<file path="config.mk">
export PLATFORM = sky130hd
export DESIGN_NAME = shader_bytecode_token_validator_core
export DESIGN_NICKNAME = d
export VERILOG_FILES = /design/src/hdl/sbtv_pkg.sv /design/src/hdl/shader_bytecode_token_validator_core.sv /design/src/hdl/sbtv_front.sv /design/src/hdl/sbtv_queue.sv /design/src/hdl/sbtv_back.sv
export VERILOG_INCLUDE_DIRS = /design/src /design/src/hdl
export SDC_FILE = /design/constraint.sdc
export NUM_CORES = 1
export LEC_CHECK = 0
export BUFFER_PORTS_ARGS = -buffer_cell sky130_fd_sc_hd__buf_2
export CAP_MARGIN = 20
export CORE_ASPECT_RATIO = 0.6
export CORE_MARGIN = 5
export CORE_UTILIZATION = 30
export DETAILED_ROUTE_END_ITERATION = 8
export PLACE_DENSITY = 0.54
export REMOVE_ABC_BUFFERS = 1
export SYNTH_ARGS = -nofsm -noshare
export SYNTH_HDL_FRONTEND = slang
export SYNTH_HIERARCHICAL = 1
export SYNTH_SLANG_ARGS = --single-unit
</file>
<file path="constraint.sdc">
create_clock -name i_clk -period 14 [get_ports i_clk]
set_clock_uncertainty 0.15 [all_clocks]
set_input_delay 0.7 -clock i_clk [delete_from_list [all_inputs] [get_ports i_clk]]
set_output_delay 0.7 -clock i_clk [all_outputs]
set_load 0.02 [all_outputs]
</file>
<file path="src/hdl/shader_bytecode_token_validator_core_assert.svh">
// Assertion macros for the shader token validator.
// Used by the top level only; expects i_clk and i_rst_n in scope.
`ifndef SHADER_BYTECODE_TOKEN_VALIDATOR_CORE_ASSERT_SVH
`define SHADER_BYTECODE_TOKEN_VALIDATOR_CORE_ASSERT_SVH

// same-cycle implication, checked outside reset
`define SBTV_ASSERT_NOW(lbl, ante, cons, msg) \
lbl: assert property (@(posedge i_clk) disable iff (!i_rst_n) (ante) |-> (cons)) \
    else $error(msg);

// implication checked on every edge, reset included
`define SBTV_ASSERT_ALWAYS(lbl, ante, cons, msg) \
lbl: assert property (@(posedge i_clk) (ante) |-> (cons)) else $error(msg);

`endif

</file>
<file path="src/hdl/sbtv_pkg.sv">
// Package for the shader token validator: codes, types and the opcode table.
// No dependencies; imported by every module of the block.
package sbtv_pkg;

    localparam int CNT_W       = 24;
    localparam int QUEUE_DEPTH = 2;

    // status codes
    localparam logic [3:0] ST_OK        = 4'd0;
    localparam logic [3:0] ST_END_OK    = 4'd1;
    localparam logic [3:0] ST_BAD_TYPE  = 4'd2;
    localparam logic [3:0] ST_CMT_BIT   = 4'd3;
    localparam logic [3:0] ST_EARLY_END = 4'd4;
    localparam logic [3:0] ST_PHASE     = 4'd5;
    localparam logic [3:0] ST_INSTR_BIT = 4'd6;
    localparam logic [3:0] ST_ARG_MISM  = 4'd7;
    localparam logic [3:0] ST_SHORT     = 4'd8;
    localparam logic [3:0] ST_UNKNOWN   = 4'd9;
    localparam logic [3:0] ST_OVERRUN   = 4'd10;
    localparam logic [3:0] ST_UNEXP_END = 4'd11;

    // token kinds
    localparam logic [2:0] KIND_VERSION  = 3'd0;
    localparam logic [2:0] KIND_CMT_HDR  = 3'd1;
    localparam logic [2:0] KIND_CMT_WORD = 3'd2;
    localparam logic [2:0] KIND_INSTR    = 3'd3;
    localparam logic [2:0] KIND_ARG      = 3'd4;
    localparam logic [2:0] KIND_END      = 3'd5;
    localparam logic [2:0] KIND_PHASE    = 3'd6;
    localparam logic [2:0] KIND_REJECT   = 3'd7;

    // special token values
    localparam logic [15:0] TYPE_PIXEL  = 16'hFFFF;
    localparam logic [15:0] TYPE_VERTEX = 16'hFFFE;
    localparam logic [15:0] OP_COMMENT  = 16'hFFFE;
    localparam logic [31:0] TOK_END     = 32'h0000FFFF;
    localparam logic [31:0] TOK_PHASE   = 32'h0000FFFD;

    // argument count table
    localparam logic [15:0] OP_TABLE_SIZE = 16'd97;
    localparam logic [6:0]  ARGS_VAR      = 7'h7E;
    localparam logic [6:0]  ARGS_RSV      = 7'h7F;

    localparam logic [6:0] ARG_TABLE [0:96] = '{
        7'd0, 7'd2, 7'd3, 7'd3, 7'd4, 7'd3, 7'd2, 7'd2,
        7'd3, 7'd3, 7'd3, 7'd3, 7'd3, 7'd3, 7'd2, 7'd2,
        7'd2, 7'd3, 7'd4, 7'd2, 7'd3, 7'd3, 7'd3, 7'd3,
        7'd3, 7'd1, 7'd2, 7'd2, 7'd0, 7'd0, 7'd1, ARGS_VAR,
        7'd3, 7'd3, 7'd4, 7'd2, 7'd2, 7'd4, 7'd1, 7'd0,
        7'd1, 7'd2, 7'd0, 7'd0, 7'd0, 7'd2, 7'd2, 7'd2,
        7'd5, ARGS_RSV, ARGS_RSV, ARGS_RSV, ARGS_RSV, ARGS_RSV, ARGS_RSV, ARGS_RSV,
        ARGS_RSV, ARGS_RSV, ARGS_RSV, ARGS_RSV, ARGS_RSV, ARGS_RSV, ARGS_RSV, ARGS_RSV,
        ARGS_VAR, 7'd1, ARGS_VAR, 7'd2, 7'd2, 7'd2, 7'd2, 7'd2,
        7'd2, 7'd2, 7'd2, ARGS_RSV, 7'd3, 7'd2, 7'd2, 7'd2,
        7'd4, 7'd5, 7'd2, 7'd2, 7'd2, 7'd2, 7'd2, 7'd1,
        7'd4, 7'd3, 7'd4, 7'd2, 7'd2, 7'd5, 7'd3, 7'd3,
        7'd1
    };

    // classified token, front to back
    typedef struct packed {
        logic [31:0] tok;
        logic        is_comment;
        logic        is_end;
        logic        is_phase;
        logic        unknown;
        logic        is_var;
        logic [2:0]  need;
        logic        type_ok;
        logic        type_vtx;
    } t_cls;

    // one result
    typedef struct packed {
        logic [3:0]  status;
        logic [2:0]  token_kind;
        logic [15:0] opcode;
        logic [3:0]  length_field;
        logic        is_vertex;
        logic [7:0]  version_major;
        logic [7:0]  version_minor;
        logic        coissue;
        logic        predicated;
        logic [7:0]  control_bits;
        logic [31:0] payload_word;
        logic        stream_done;
    } t_result;

endpackage

</file>
<file path="src/hdl/shader_bytecode_token_validator_core.sv">
// Shader token stream validator, top level.
// Input queue side: push / full carry one 32-bit token per request,
//   accepted at a clock edge with push high and full low.
// Result queue side: empty / pop; the oldest result sits on the o_ ports
//   while empty is low and leaves at an edge with pop high.
// Configuration: i_cfg_we writes i_cfg_wdata (total_tokens, buffer length in
//   words); it is sampled at the next version token.
// Path: a pushed token waits in the request queue; the back end writes its result
//   into the result queue, whose head drives the result ports.
// Throughput: one token per cycle while the result queue has room, set by the parse
//   state update in the back end; the classify stage and the state update are split by a
//   two-entry request queue, and results wait in a two-entry result queue.
// Every token yields exactly one result. When the receiver stalls, the result
//   queue fills, the back end holds, then the request queue fills and full
//   rises; nothing is lost.
// Reset (synchronous, active low): both queues empty, parser expects a version
//   token, total_tokens cleared to zero.
// Depends on sbtv_pkg, sbtv_front, sbtv_queue, sbtv_back and the assert header.
module shader_bytecode_token_validator_core
    import sbtv_pkg::*;
#(
    parameter int COUNT_WIDTH = CNT_W,
    parameter int DEPTH       = QUEUE_DEPTH
) (
    input  logic        i_clk,
    input  logic        i_rst_n,
    input  logic        i_cfg_we,
    input  logic [23:0] i_cfg_wdata,
    input  logic        push,
    output logic        full,
    input  logic [31:0] i_token_word,
    output logic        empty,
    input  logic        pop,
    output logic [3:0]  o_status,
    output logic [2:0]  o_token_kind,
    output logic [15:0] o_opcode,
    output logic [3:0]  o_length_field,
    output logic        o_is_vertex,
    output logic [7:0]  o_version_major,
    output logic [7:0]  o_version_minor,
    output logic        o_coissue,
    output logic        o_predicated,
    output logic [7:0]  o_control_bits,
    output logic [31:0] o_payload_word,
    output logic        o_stream_done
);

    `include "shader_bytecode_token_validator_core_assert.svh"

    t_cls    w_cls_in, w_cls_head;
    t_result w_res_in, w_res_head;
    logic    w_mid_empty, w_mid_pop, w_out_full, w_out_push;

    // classify incoming tokens
    sbtv_front u_front (
        .i_token_word (i_token_word),
        .o_cls        (w_cls_in)
    );

    // request queue between front and back
    sbtv_queue #(
        .WIDTH ($bits(t_cls)),
        .DEPTH (DEPTH)
    ) u_mid_q (
        .i_clk   (i_clk),
        .i_rst_n (i_rst_n),
        .i_push  (push),
        .i_wdata (w_cls_in),
        .o_full  (full),
        .i_pop   (w_mid_pop),
        .o_rdata (w_cls_head),
        .o_empty (w_mid_empty)
    );

    // parse state machine
    sbtv_back #(
        .COUNT_WIDTH (COUNT_WIDTH)
    ) u_back (
        .i_clk       (i_clk),
        .i_rst_n     (i_rst_n),
        .i_cfg_we    (i_cfg_we),
        .i_cfg_wdata (i_cfg_wdata),
        .i_cls       (w_cls_head),
        .i_mid_empty (w_mid_empty),
        .o_mid_pop   (w_mid_pop),
        .i_out_full  (w_out_full),
        .o_out_push  (w_out_push),
        .o_result    (w_res_in)
    );

    // result queue
    sbtv_queue #(
        .WIDTH ($bits(t_result)),
        .DEPTH (DEPTH)
    ) u_out_q (
        .i_clk   (i_clk),
        .i_rst_n (i_rst_n),
        .i_push  (w_out_push),
        .i_wdata (w_res_in),
        .o_full  (w_out_full),
        .i_pop   (pop),
        .o_rdata (w_res_head),
        .o_empty (empty)
    );

    // result fields
    assign o_status        = w_res_head.status;
    assign o_token_kind    = w_res_head.token_kind;
    assign o_opcode        = w_res_head.opcode;
    assign o_length_field  = w_res_head.length_field;
    assign o_is_vertex     = w_res_head.is_vertex;
    assign o_version_major = w_res_head.version_major;
    assign o_version_minor = w_res_head.version_minor;
    assign o_coissue       = w_res_head.coissue;
    assign o_predicated    = w_res_head.predicated;
    assign o_control_bits  = w_res_head.control_bits;
    assign o_payload_word  = w_res_head.payload_word;
    assign o_stream_done   = w_res_head.stream_done;

    // checks: a closed stream always carries a non-ok status and vice versa
    `SBTV_ASSERT_NOW(a_done_vs_status, !empty, o_stream_done == (o_status != ST_OK), "stream_done disagrees with status")
    // an overrun is always a rejected, closing item
    `SBTV_ASSERT_NOW(a_overrun_kind, !empty && (o_status == ST_OVERRUN), (o_token_kind == KIND_REJECT) && o_stream_done, "overrun result not rejected")
    // both queues come out of reset empty
    `SBTV_ASSERT_ALWAYS(a_reset_empty, i_rst_n && $past(!i_rst_n), empty && !full, "queues not empty after reset")

endmodule

</file>
<file path="src/hdl/sbtv_front.sv">
// Front end: decodes a raw token into a classified request.
// Depends on sbtv_pkg (opcode table, t_cls).
module sbtv_front
    import sbtv_pkg::*;
(
    input  logic [31:0] i_token_word,
    output t_cls        o_cls
);

    logic [15:0] w_op;
    logic [6:0]  w_tbl;

    // opcode table lookup; anything past the table is reserved
    always_comb begin
        w_op  = i_token_word[15:0];
        w_tbl = (w_op < OP_TABLE_SIZE) ? ARG_TABLE[w_op[6:0]] : ARGS_RSV;
    end

    // token classification
    always_comb begin
        o_cls.tok        = i_token_word;
        o_cls.is_comment = (w_op == OP_COMMENT);
        o_cls.is_end     = (i_token_word == TOK_END);
        o_cls.is_phase   = (i_token_word == TOK_PHASE);
        o_cls.unknown    = (w_tbl == ARGS_RSV);
        o_cls.is_var     = (w_tbl == ARGS_VAR);
        o_cls.need       = w_tbl[2:0];
        o_cls.type_ok    = (i_token_word[31:16] == TYPE_PIXEL) ||
                           (i_token_word[31:16] == TYPE_VERTEX);
        o_cls.type_vtx   = (i_token_word[31:16] == TYPE_VERTEX);
    end

endmodule

</file>
<file path="src/hdl/sbtv_queue.sv">
// Small first-in first-out queue of generic width.
// Depends on sbtv_pkg for the default depth.
module sbtv_queue
    import sbtv_pkg::*;
#(
    parameter int WIDTH = 8,
    parameter int DEPTH = QUEUE_DEPTH
) (
    input  logic             i_clk,
    input  logic             i_rst_n,
    input  logic             i_push,
    input  logic [WIDTH-1:0] i_wdata,
    output logic             o_full,
    input  logic             i_pop,
    output logic [WIDTH-1:0] o_rdata,
    output logic             o_empty
);

    localparam int PW = (DEPTH > 1) ? $clog2(DEPTH) : 1;
    localparam int CW = $clog2(DEPTH + 1);

    logic [WIDTH-1:0] r_mem [0:DEPTH-1];
    logic [PW-1:0]    r_wr_ptr, n_wr_ptr;
    logic [PW-1:0]    r_rd_ptr, n_rd_ptr;
    logic [CW-1:0]    r_count, n_count;
    logic             w_do_push, w_do_pop;

    assign o_full    = (r_count == CW'(DEPTH));
    assign o_empty   = (r_count == '0);
    assign o_rdata   = r_mem[r_rd_ptr];
    assign w_do_push = i_push && !o_full;
    assign w_do_pop  = i_pop && !o_empty;

    // pointer and count update
    always_comb begin
        n_wr_ptr = r_wr_ptr;
        n_rd_ptr = r_rd_ptr;
        n_count  = r_count;
        if (w_do_push) begin
            n_wr_ptr = (r_wr_ptr == PW'(DEPTH - 1)) ? '0 : r_wr_ptr + PW'(1);
        end
        if (w_do_pop) begin
            n_rd_ptr = (r_rd_ptr == PW'(DEPTH - 1)) ? '0 : r_rd_ptr + PW'(1);
        end
        if (w_do_push && !w_do_pop) begin
            n_count = r_count + CW'(1);
        end else if (w_do_pop && !w_do_push) begin
            n_count = r_count - CW'(1);
        end
    end

    always_ff @(posedge i_clk) begin
        if (!i_rst_n) begin
            r_wr_ptr <= '0;
            r_rd_ptr <= '0;
            r_count  <= '0;
        end else begin
            r_wr_ptr <= n_wr_ptr;
            r_rd_ptr <= n_rd_ptr;
            r_count  <= n_count;
        end
    end

    // storage, no reset
    always_ff @(posedge i_clk) begin
        if (w_do_push) begin
            r_mem[r_wr_ptr] <= i_wdata;
        end
    end

endmodule

</file>
<file path="src/hdl/sbtv_back.sv">
// Back end: parse state machine, one classified request per cycle while a request waits and the result queue has room.
// Depends on sbtv_pkg (codes, t_cls, t_result).
module sbtv_back
    import sbtv_pkg::*;
#(
    parameter int COUNT_WIDTH = CNT_W
) (
    input  logic        i_clk,
    input  logic        i_rst_n,
    input  logic        i_cfg_we,
    input  logic [23:0] i_cfg_wdata,
    input  t_cls        i_cls,
    input  logic        i_mid_empty,
    output logic        o_mid_pop,
    input  logic        i_out_full,
    output logic        o_out_push,
    output t_result     o_result
);

    localparam logic [2:0] MODE_VERSION = 3'd0;
    localparam logic [2:0] MODE_NORMAL  = 3'd1;
    localparam logic [2:0] MODE_SKIP_CM = 3'd2;
    localparam logic [2:0] MODE_SKIP_AR = 3'd3;
    localparam logic [2:0] MODE_DONE    = 3'd4;

    logic [23:0]            r_total;
    logic [2:0]             r_mode, n_mode;
    logic [COUNT_WIDTH-1:0] r_rem, n_rem;
    logic [15:0]            r_skip, n_skip;
    logic                   r_vflag, n_vflag;
    logic [COUNT_WIDTH-1:0] w_load;
    logic                   w_go;
    logic [3:0]             w_len;
    t_result                w_res;

    assign w_go       = !i_mid_empty && !i_out_full;
    assign o_mid_pop  = w_go;
    assign o_out_push = w_go;
    assign o_result   = w_res;
    assign w_load     = COUNT_WIDTH'(r_total);
    assign w_len      = i_cls.tok[27:24];

    // next state and result for the request at the queue head
    always_comb begin
        n_mode  = r_mode;
        n_rem   = r_rem;
        n_skip  = r_skip;
        n_vflag = r_vflag;
        w_res   = '0;
        if (w_go) begin
            unique case (r_mode)
                MODE_VERSION: begin
                    n_rem = w_load;
                    if (w_load == '0) begin
                        w_res.status     = ST_UNEXP_END;
                        w_res.token_kind = KIND_REJECT;
                        n_mode           = MODE_DONE;
                    end else begin
                        w_res.version_major = i_cls.tok[15:8];
                        w_res.version_minor = i_cls.tok[7:0];
                        w_res.token_kind    = KIND_VERSION;
                        if (i_cls.type_ok) begin
                            n_vflag      = i_cls.type_vtx;
                            w_res.status = ST_OK;
                            n_rem        = w_load - COUNT_WIDTH'(1);
                            n_mode       = MODE_NORMAL;
                        end else begin
                            w_res.status = ST_BAD_TYPE;
                            n_mode       = MODE_DONE;
                        end
                    end
                end
                MODE_SKIP_CM, MODE_SKIP_AR: begin
                    if (r_rem == '0) begin
                        w_res.status     = ST_UNEXP_END;
                        w_res.token_kind = KIND_REJECT;
                        n_mode           = MODE_DONE;
                    end else begin
                        w_res.status       = ST_OK;
                        w_res.token_kind   = (r_mode == MODE_SKIP_CM) ? KIND_CMT_WORD
                                                                      : KIND_ARG;
                        w_res.payload_word = i_cls.tok;
                        n_rem              = r_rem - COUNT_WIDTH'(1);
                        n_skip             = r_skip - 16'd1;
                        if (r_skip == 16'd1) begin
                            n_mode = MODE_NORMAL;
                        end
                    end
                end
                MODE_NORMAL: begin
                    priority if (r_rem == '0) begin
                        w_res.status     = ST_UNEXP_END;
                        w_res.token_kind = KIND_REJECT;
                        n_mode           = MODE_DONE;
                    end else if (i_cls.is_comment) begin
                        w_res.token_kind = KIND_CMT_HDR;
                        if (i_cls.tok[31]) begin
                            w_res.status = ST_CMT_BIT;
                            n_mode       = MODE_DONE;
                        end else begin
                            w_res.status = ST_OK;
                            n_rem        = r_rem - COUNT_WIDTH'(1);
                            n_skip       = i_cls.tok[31:16];
                            if (i_cls.tok[31:16] != 16'd0) begin
                                n_mode = MODE_SKIP_CM;
                            end
                        end
                    end else if (i_cls.is_end) begin
                        w_res.token_kind = KIND_END;
                        if (r_rem != COUNT_WIDTH'(1)) begin
                            w_res.status = ST_EARLY_END;
                        end else begin
                            w_res.status = ST_END_OK;
                            n_rem        = '0;
                        end
                        n_mode = MODE_DONE;
                    end else if (i_cls.is_phase) begin
                        w_res.status     = ST_PHASE;
                        w_res.token_kind = KIND_PHASE;
                        n_mode           = MODE_DONE;
                    end else if (i_cls.unknown) begin
                        w_res.status     = ST_UNKNOWN;
                        w_res.token_kind = KIND_REJECT;
                        n_mode           = MODE_DONE;
                    end else begin
                        w_res.opcode       = i_cls.tok[15:0];
                        w_res.length_field = w_len;
                        w_res.coissue      = i_cls.tok[30];
                        w_res.predicated   = i_cls.tok[28];
                        w_res.control_bits = i_cls.tok[23:16];
                        w_res.token_kind   = KIND_INSTR;
                        priority if (i_cls.tok[31]) begin
                            w_res.status = ST_INSTR_BIT;
                            n_mode       = MODE_DONE;
                        end else if (!i_cls.is_var && ({1'b0, i_cls.need} != w_len)) begin
                            w_res.status = ST_ARG_MISM;
                            n_mode       = MODE_DONE;
                        end else if (!i_cls.is_var &&
                                     (r_rem <= COUNT_WIDTH'(i_cls.need))) begin
                            w_res.status = ST_SHORT;
                            n_mode       = MODE_DONE;
                        end else begin
                            w_res.status = ST_OK;
                            n_rem        = r_rem - COUNT_WIDTH'(1);
                            n_skip       = {12'd0, w_len};
                            if (w_len != 4'd0) begin
                                n_mode = MODE_SKIP_AR;
                            end
                        end
                    end
                end
                default: begin
                    w_res.status     = ST_OVERRUN;
                    w_res.token_kind = KIND_REJECT;
                    n_mode           = MODE_DONE;
                end
            endcase
            w_res.is_vertex   = n_vflag;
            w_res.stream_done = (n_mode == MODE_DONE);
        end
    end

    // parse state and configuration register
    always_ff @(posedge i_clk) begin
        if (!i_rst_n) begin
            r_total <= '0;
            r_mode  <= MODE_VERSION;
            r_rem   <= '0;
            r_skip  <= '0;
            r_vflag <= 1'b0;
        end else begin
            if (i_cfg_we) begin
                r_total <= i_cfg_wdata;
            end
            r_mode  <= n_mode;
            r_rem   <= n_rem;
            r_skip  <= n_skip;
            r_vflag <= n_vflag;
        end
    end

endmodule
</file>
[Word-level counts from Yosys, hierarchy flattened]
Memories as Yosys holds them, arrays and structs flattened. A register that Yosys moved wholly into a read port is not among the register bits.
Index checks and enable logic that the tools add are counted.
Cells by class
  shifts and indexed selects: 0
  multiplexer cells: 96
  magnitude comparators: 3
  bitwise operators: 1
  eq/ne operators: 31
  div/mod/pow operators: 0
  add/subtract/negate cells: 11
  reduce and logical (&&, ||, !) cells: 35
  multipliers: 0
Operator list (number)
  $mux W24: 13
  $mux W16: 12
  $mux W20: 6
  $mux W87: 1
  $pmux W24 S3: 1
  $mux W7: 10
  $eq A32 B16 Y1 const B: 2
  $mux W32: 2
  $mux W10: 6
  $mux W3: 18
  $eq A16 B16 Y1 const B: 3
  $logic_not A24 Y1: 2
  $sub A24 B1 Y24 const B: 2
  $pmux W16 S2: 1
  $le A24 B3 Y1: 1
  $ne A24 B1 Y1 const B: 1
  $pmux W7 S3: 1
  $eq A16 B1 Y1 const B: 1
  $lt A16 B7 Y1 const B: 1
  $ne A4 B2 Y1 const B: 4
  $reduce_bool A16 Y1: 1
  $sub A16 B1 Y16 const B: 1
  $mux W1: 15
  $ne A3 B2 Y1 const B: 5
  28 further kinds: 67
Storage, ports and cells
  bits in registers: 76
  memory bits (read-only): 896
  logic and storage cells: 191
  memory bits (writable): 258
  output and inout port bits: 89
  memories: 3
  bits in latches: 0
  bits of input ports: 61
Memory list
  (name not given): depth 128, width 7, rd ports 1, clocked after Yosys merged registers in 0, write ports 0, line sbtv_front.sv:16  | w_tbl = (w_op < OP_TABLE_SIZE) ? ARG_TABLE[w_op[6:0]] : ARGS_RSV;
  u_out_q.r_mem: depth 2, width 87, rd ports 1, clocked after Yosys merged registers in 1, write ports 1, line sbtv_queue.sv:22  | logic [WIDTH-1:0] r_mem [0:DEPTH-1];
  u_mid_q.r_mem: depth 2, width 42, rd ports 1, clocked after Yosys merged registers in 1, write ports 1, line sbtv_queue.sv:22

[Logic depth before layout (Yosys ltp)]
  depth in word-level cells: 14
  depth in mapped cells: 13
  gate-level depth less buffers: 10

[Modules after synthesis]
The synthesis kept the hierarchy.
Modules (own cells, without submodules)
  sbtv_queue (u_out_q): instances 1, cells an instance 296, seq. area each 5325.1 µm², area each 6632.6 µm²
  sbtv_back: instances 1, cells an instance 715, seq. area each 1361.3 µm², area each 5303.8 µm²
  sbtv_queue (u_mid_q): instances 1, cells an instance 156, seq. area each 2622.5 µm², area each 3254.4 µm²
  sbtv_front: instances 1, cells an instance 141, seq. area each 0.0 µm², area each 927.1 µm²

[Worst setup path before layout]
Ideal clock, no wire load.
  path type: register -> register
  start point: register u_out_q.r_count[0]
  end point: memory u_out_q/r_mem[0][0] in the netlist's numbering, enable pin
  period minus slack after synthesis: 5455 ps
  stages on the path, launching flop included: 9
  library setup time: 518 ps
  path buffers: 2
  path slack: 8545 ps
  required time: 13332 ps
  data arrival time: 4787 ps
  path through: dfxtp_1 -> nand2b_1 -> inv_2 -> or2_2 -> clkbuf_1 -> clkinv_1 -> buf_4 -> inv_1 -> nor3_2
On the way
  longest elaborated chain between the ends: 6
Ends and longest elaborated chain
  from (decl): line sbtv_queue.sv:25  | logic [CW-1:0] r_count, n_count;
  from (signal assigned): line sbtv_queue.sv:60  | r_count <= n_count;
  $eq A2 B2 Y1: line sbtv_queue.sv:28  | assign o_full = (r_count == CW'(DEPTH));
  net w_out_full: line shader_bytecode_token_validator_core.sv:52  | logic w_mid_empty, w_mid_pop, w_out_full, w_out_push;
  $logic_not A1 Y1: line sbtv_back.sv:36  | assign w_go = !i_mid_empty && !i_out_full;
  $logic_and A1 B1 Y1: line sbtv_back.sv:36
  net w_mid_pop: line shader_bytecode_token_validator_core.sv:52
  $logic_and A1 B1 Y1: line sbtv_queue.sv:31  | assign w_do_push = i_push && !o_full;
  $mux W1: line sbtv_queue.sv:66  | if (w_do_push) begin
  $mux W1 (implied by the code): line sbtv_queue.sv:67  | r_mem[r_wr_ptr] <= i_wdata;
  to (decl): line sbtv_queue.sv:22
The timed path passes the listed nets, and every way through them passes these cells.

==> out/qor.csv <==
metric,value,unit
status,"complete, no violations",
via_per_inst,5.10,
hold_buffers,0,
top_layer,met5,
rows,65,
grt.total_usage,13.8,%
overflow,0,
ir_drop,0.000112,V
ys_seq_area_share,57.8,%
place_congestion,0.862,
grt_max_degree,54,
cts_tree,yes,
cts_resized,0,
final_util,35.0,%
syn2layout_area_growth,14.9,%
postCtsSetupRepairBufs,0,
synth_common_cells,"edfxtp_1, nor2_1, mux2_2, and2_1, dfxtp_1",
yosys_warnings,6,
critPathKind,flop to flop,
grt_pass1_wl,63900,um
netlist_area,0.0161,mm2
tightest_slew,1110,ps
clk_pin_slew,60,ps
die-area,0.0586,mm2
dp_cells,2067,
syn_area_per_cell,12.3,um2
slew_headroom,25.4,%
synthArstFlopShare,0,%
period_share,26.9,%
dp_hpwl,28100,um
fill_cells,5177,
num_vias,10900,
cts_buffers,37,
setup_viol,0,
worstRegToRegCells,11,
start_kind,flop,
crit_arrival,4050,ps
synth_ff_type,edfxtp_1,
root_buffer,clkbuf_16,
yosys.cell_types.count,77,
setup.worst_path.end,u_back/r_rem[19]$_SDFFE_PN0P_,
clock_latency,540,ps
firstDrtPassIters,7,
cap_viol_max_count,0,
cp_data_required_time,14280,ps
p_leak,0.00667,uW
antenna_found_initial,6,
synth_area_leaders,"edfxtp_1, dfxtp_1, mux2_2",
drtIter0Drc,958,
synth-seq-cells,336,
ant_nets,0,
wl_per_cell,19.6,um
cpMaxStageDelayCell,buf_4,
initial_core_util,30.5,%
dr_wl_met3,2550,um
p_per_area,213,mW/mm2
die_w,309,um
clk_path_buf_depth,3,
wl_met2,17600,um
cp_max_fo,45,
hp-class,primary input to flop,
nNetsFinal,1478,
drive_gt1_share,27.0,%
worstSetupEndpointType,flop,
grt_pass1_vias,10500,
hold_violations,0,
drt-total-wl,42000,um
yosys.cell_count.top_type,edfxtp_1,
crit_chain,"buf_4, mux2_2, inv_1, ha_1, a211o_1, a2111o_1, a311o_1, o2111ai_4, buf_4, inv_1, a31o_2",
ios,150,
fin_tns_setup,0,ps
clock-sinks,336,
synth-edff-count,258,
pre_cts_slack,10240,ps
portBuffers,149,
die_h,190,um
holdCritStartpoint,i_token_word[29],
slew_violations,0,
htree_levels,2,
min_period,3760,ps
rsz0062_at_grt,false,
wl_met1,21200,um
p_total,3940,uW
worst_path_largest_cell_delay,490,ps
synthCells,1308,
synth_top_area_share,48.1,%
max_freq,266,MHz
r2r_setup_slack,10240,ps
drc,0,
regToRegEndpoint,u_back/r_rem[19]$_SDFFE_PN0P_,
core,0.0529,mm2
finalWorstSetupSlack,10240,ps
synth.largest_area_cell,edfxtp_1,
fin_cells,2140,
-- logic make-up after synthesis --
family,Yosys count,share of synthesized area [%]
buffers and inverters,129,4.39
xor gates and xnor gates,29,1.58
DFF,336,57.8
adders and majority gates,11,0.854
and+or+nand+nor,429,14.4
muxes,159,11.6
AOI/OAI and AO/OA,215,9.43
-- registers in the layout, indices dropped and copies added (netlist names), named ones only --
name	cells
u_mid_q/r_rd_ptr	1
u_back/r_total	24
u_out_q/r_wr_ptr	1
u_out_q/r_count	2
u_back/r_vflag	1
u_back/r_skip	16
u_out_q/r_rd_ptr	1
u_back/r_mode	3
u_mid_q/r_mem	84
u_mid_q/r_wr_ptr	1
u_out_q/r_mem	174
u_back/r_rem	24
u_mid_q/r_count	2
-- final cells by class --
type | count | area, um2 | share of cell area, %
clock buffer | 52 | 1010 | 5.46
multi-input combinational | 843 | 6130 | 33.1
timing repair buffer | 164 | 891 | 4.81
tap | 703 | 880 | 4.75
clock inverter | 16 | 204 | 1.10
inverter | 24 | 90.1 | 0.486
antenna | 2 | 5.00 | 0.0270
sequential | 336 | 9310 | 50.3
-- power by group --
part / leakage [uW] / switching, uW / total (uW) / internal (uW)
registers: 0.00304 / 111 / 1470 / 1350
clock network: 0.000587 / 402 / 984 / 582
logic: 0.00305 / 939 / 1500 / 557
-- worst min path at each step --
stage	endpoint	slack (ps)	depth (start not counted)
after floorplan	u_back/r_vflag$_SDFFE_PN0P_	290	2
after global routing	u_mid_q/r_mem[1][21]$_DFFE_PP_	210	1
after CTS	u_mid_q/r_mem[1][21]$_DFFE_PP_	200	1
after global placement	u_back/r_vflag$_SDFFE_PN0P_	290	2
after detailed placement	u_back/r_vflag$_SDFFE_PN0P_	300	2
final	u_mid_q/r_mem[0][39]$_DFFE_PP_	230	1
-- critical path, delay by kind of cell, from the launching register on --
| family | cells | cell delay, ps |
|---|---|---|
| compound gates | 5 | 1390 |
| fa+ha+maj | 1 | 240 |
| buf+inv | 4 | 1120 |
| flops | 1 | 310 |
| mux | 1 | 430 |
-- through the flow --
| stage | instance area (um2) | hold WS, ps |
|---|---|---|
| final | 18500 | 233 |
| after detailed placement | 17300 | 301 |
| after global placement | 17300 | 294 |
| after floorplan | 15500 | 286 |
| after CTS | 18500 | 196 |
| after global routing | 18500 | 206 |
-- routing by layer --
| layer | track usage, % | vias to the layer above |
|---|---|---|
| met3 | 2.80 | 45 |
| met1 | 21.5 | 5435 |
| li1 | - | 5117 |
| met4 | 3.01 | 4 |
| met2 | 19.8 | 320 |
| met5 | 0 | - |
-- layout by cell type (no fill, tap or decap), drive strengths merged, types with 12 or more instances in the layout --
| cell | count |
|---|---|
| nor4 | 38 |
| a21oi | 56 |
| xor2 | 13 |
| mux2i | 28 |
| edfxtp | 258 |
| buf | 164 |
| o211ai | 12 |
| inv | 25 |
| and2 | 89 |
| nand2 | 57 |
| nand4 | 15 |
| o21ai | 25 |
| nor2 | 106 |
| dfxtp | 78 |
| nor3 | 34 |
| xnor2 | 16 |
| a31oi | 17 |
| nand3 | 23 |
| o31ai | 12 |
| mux2 | 131 |
| o32ai | 12 |
| clkbuf | 52 |
Power figures use the tool's default switching activity.
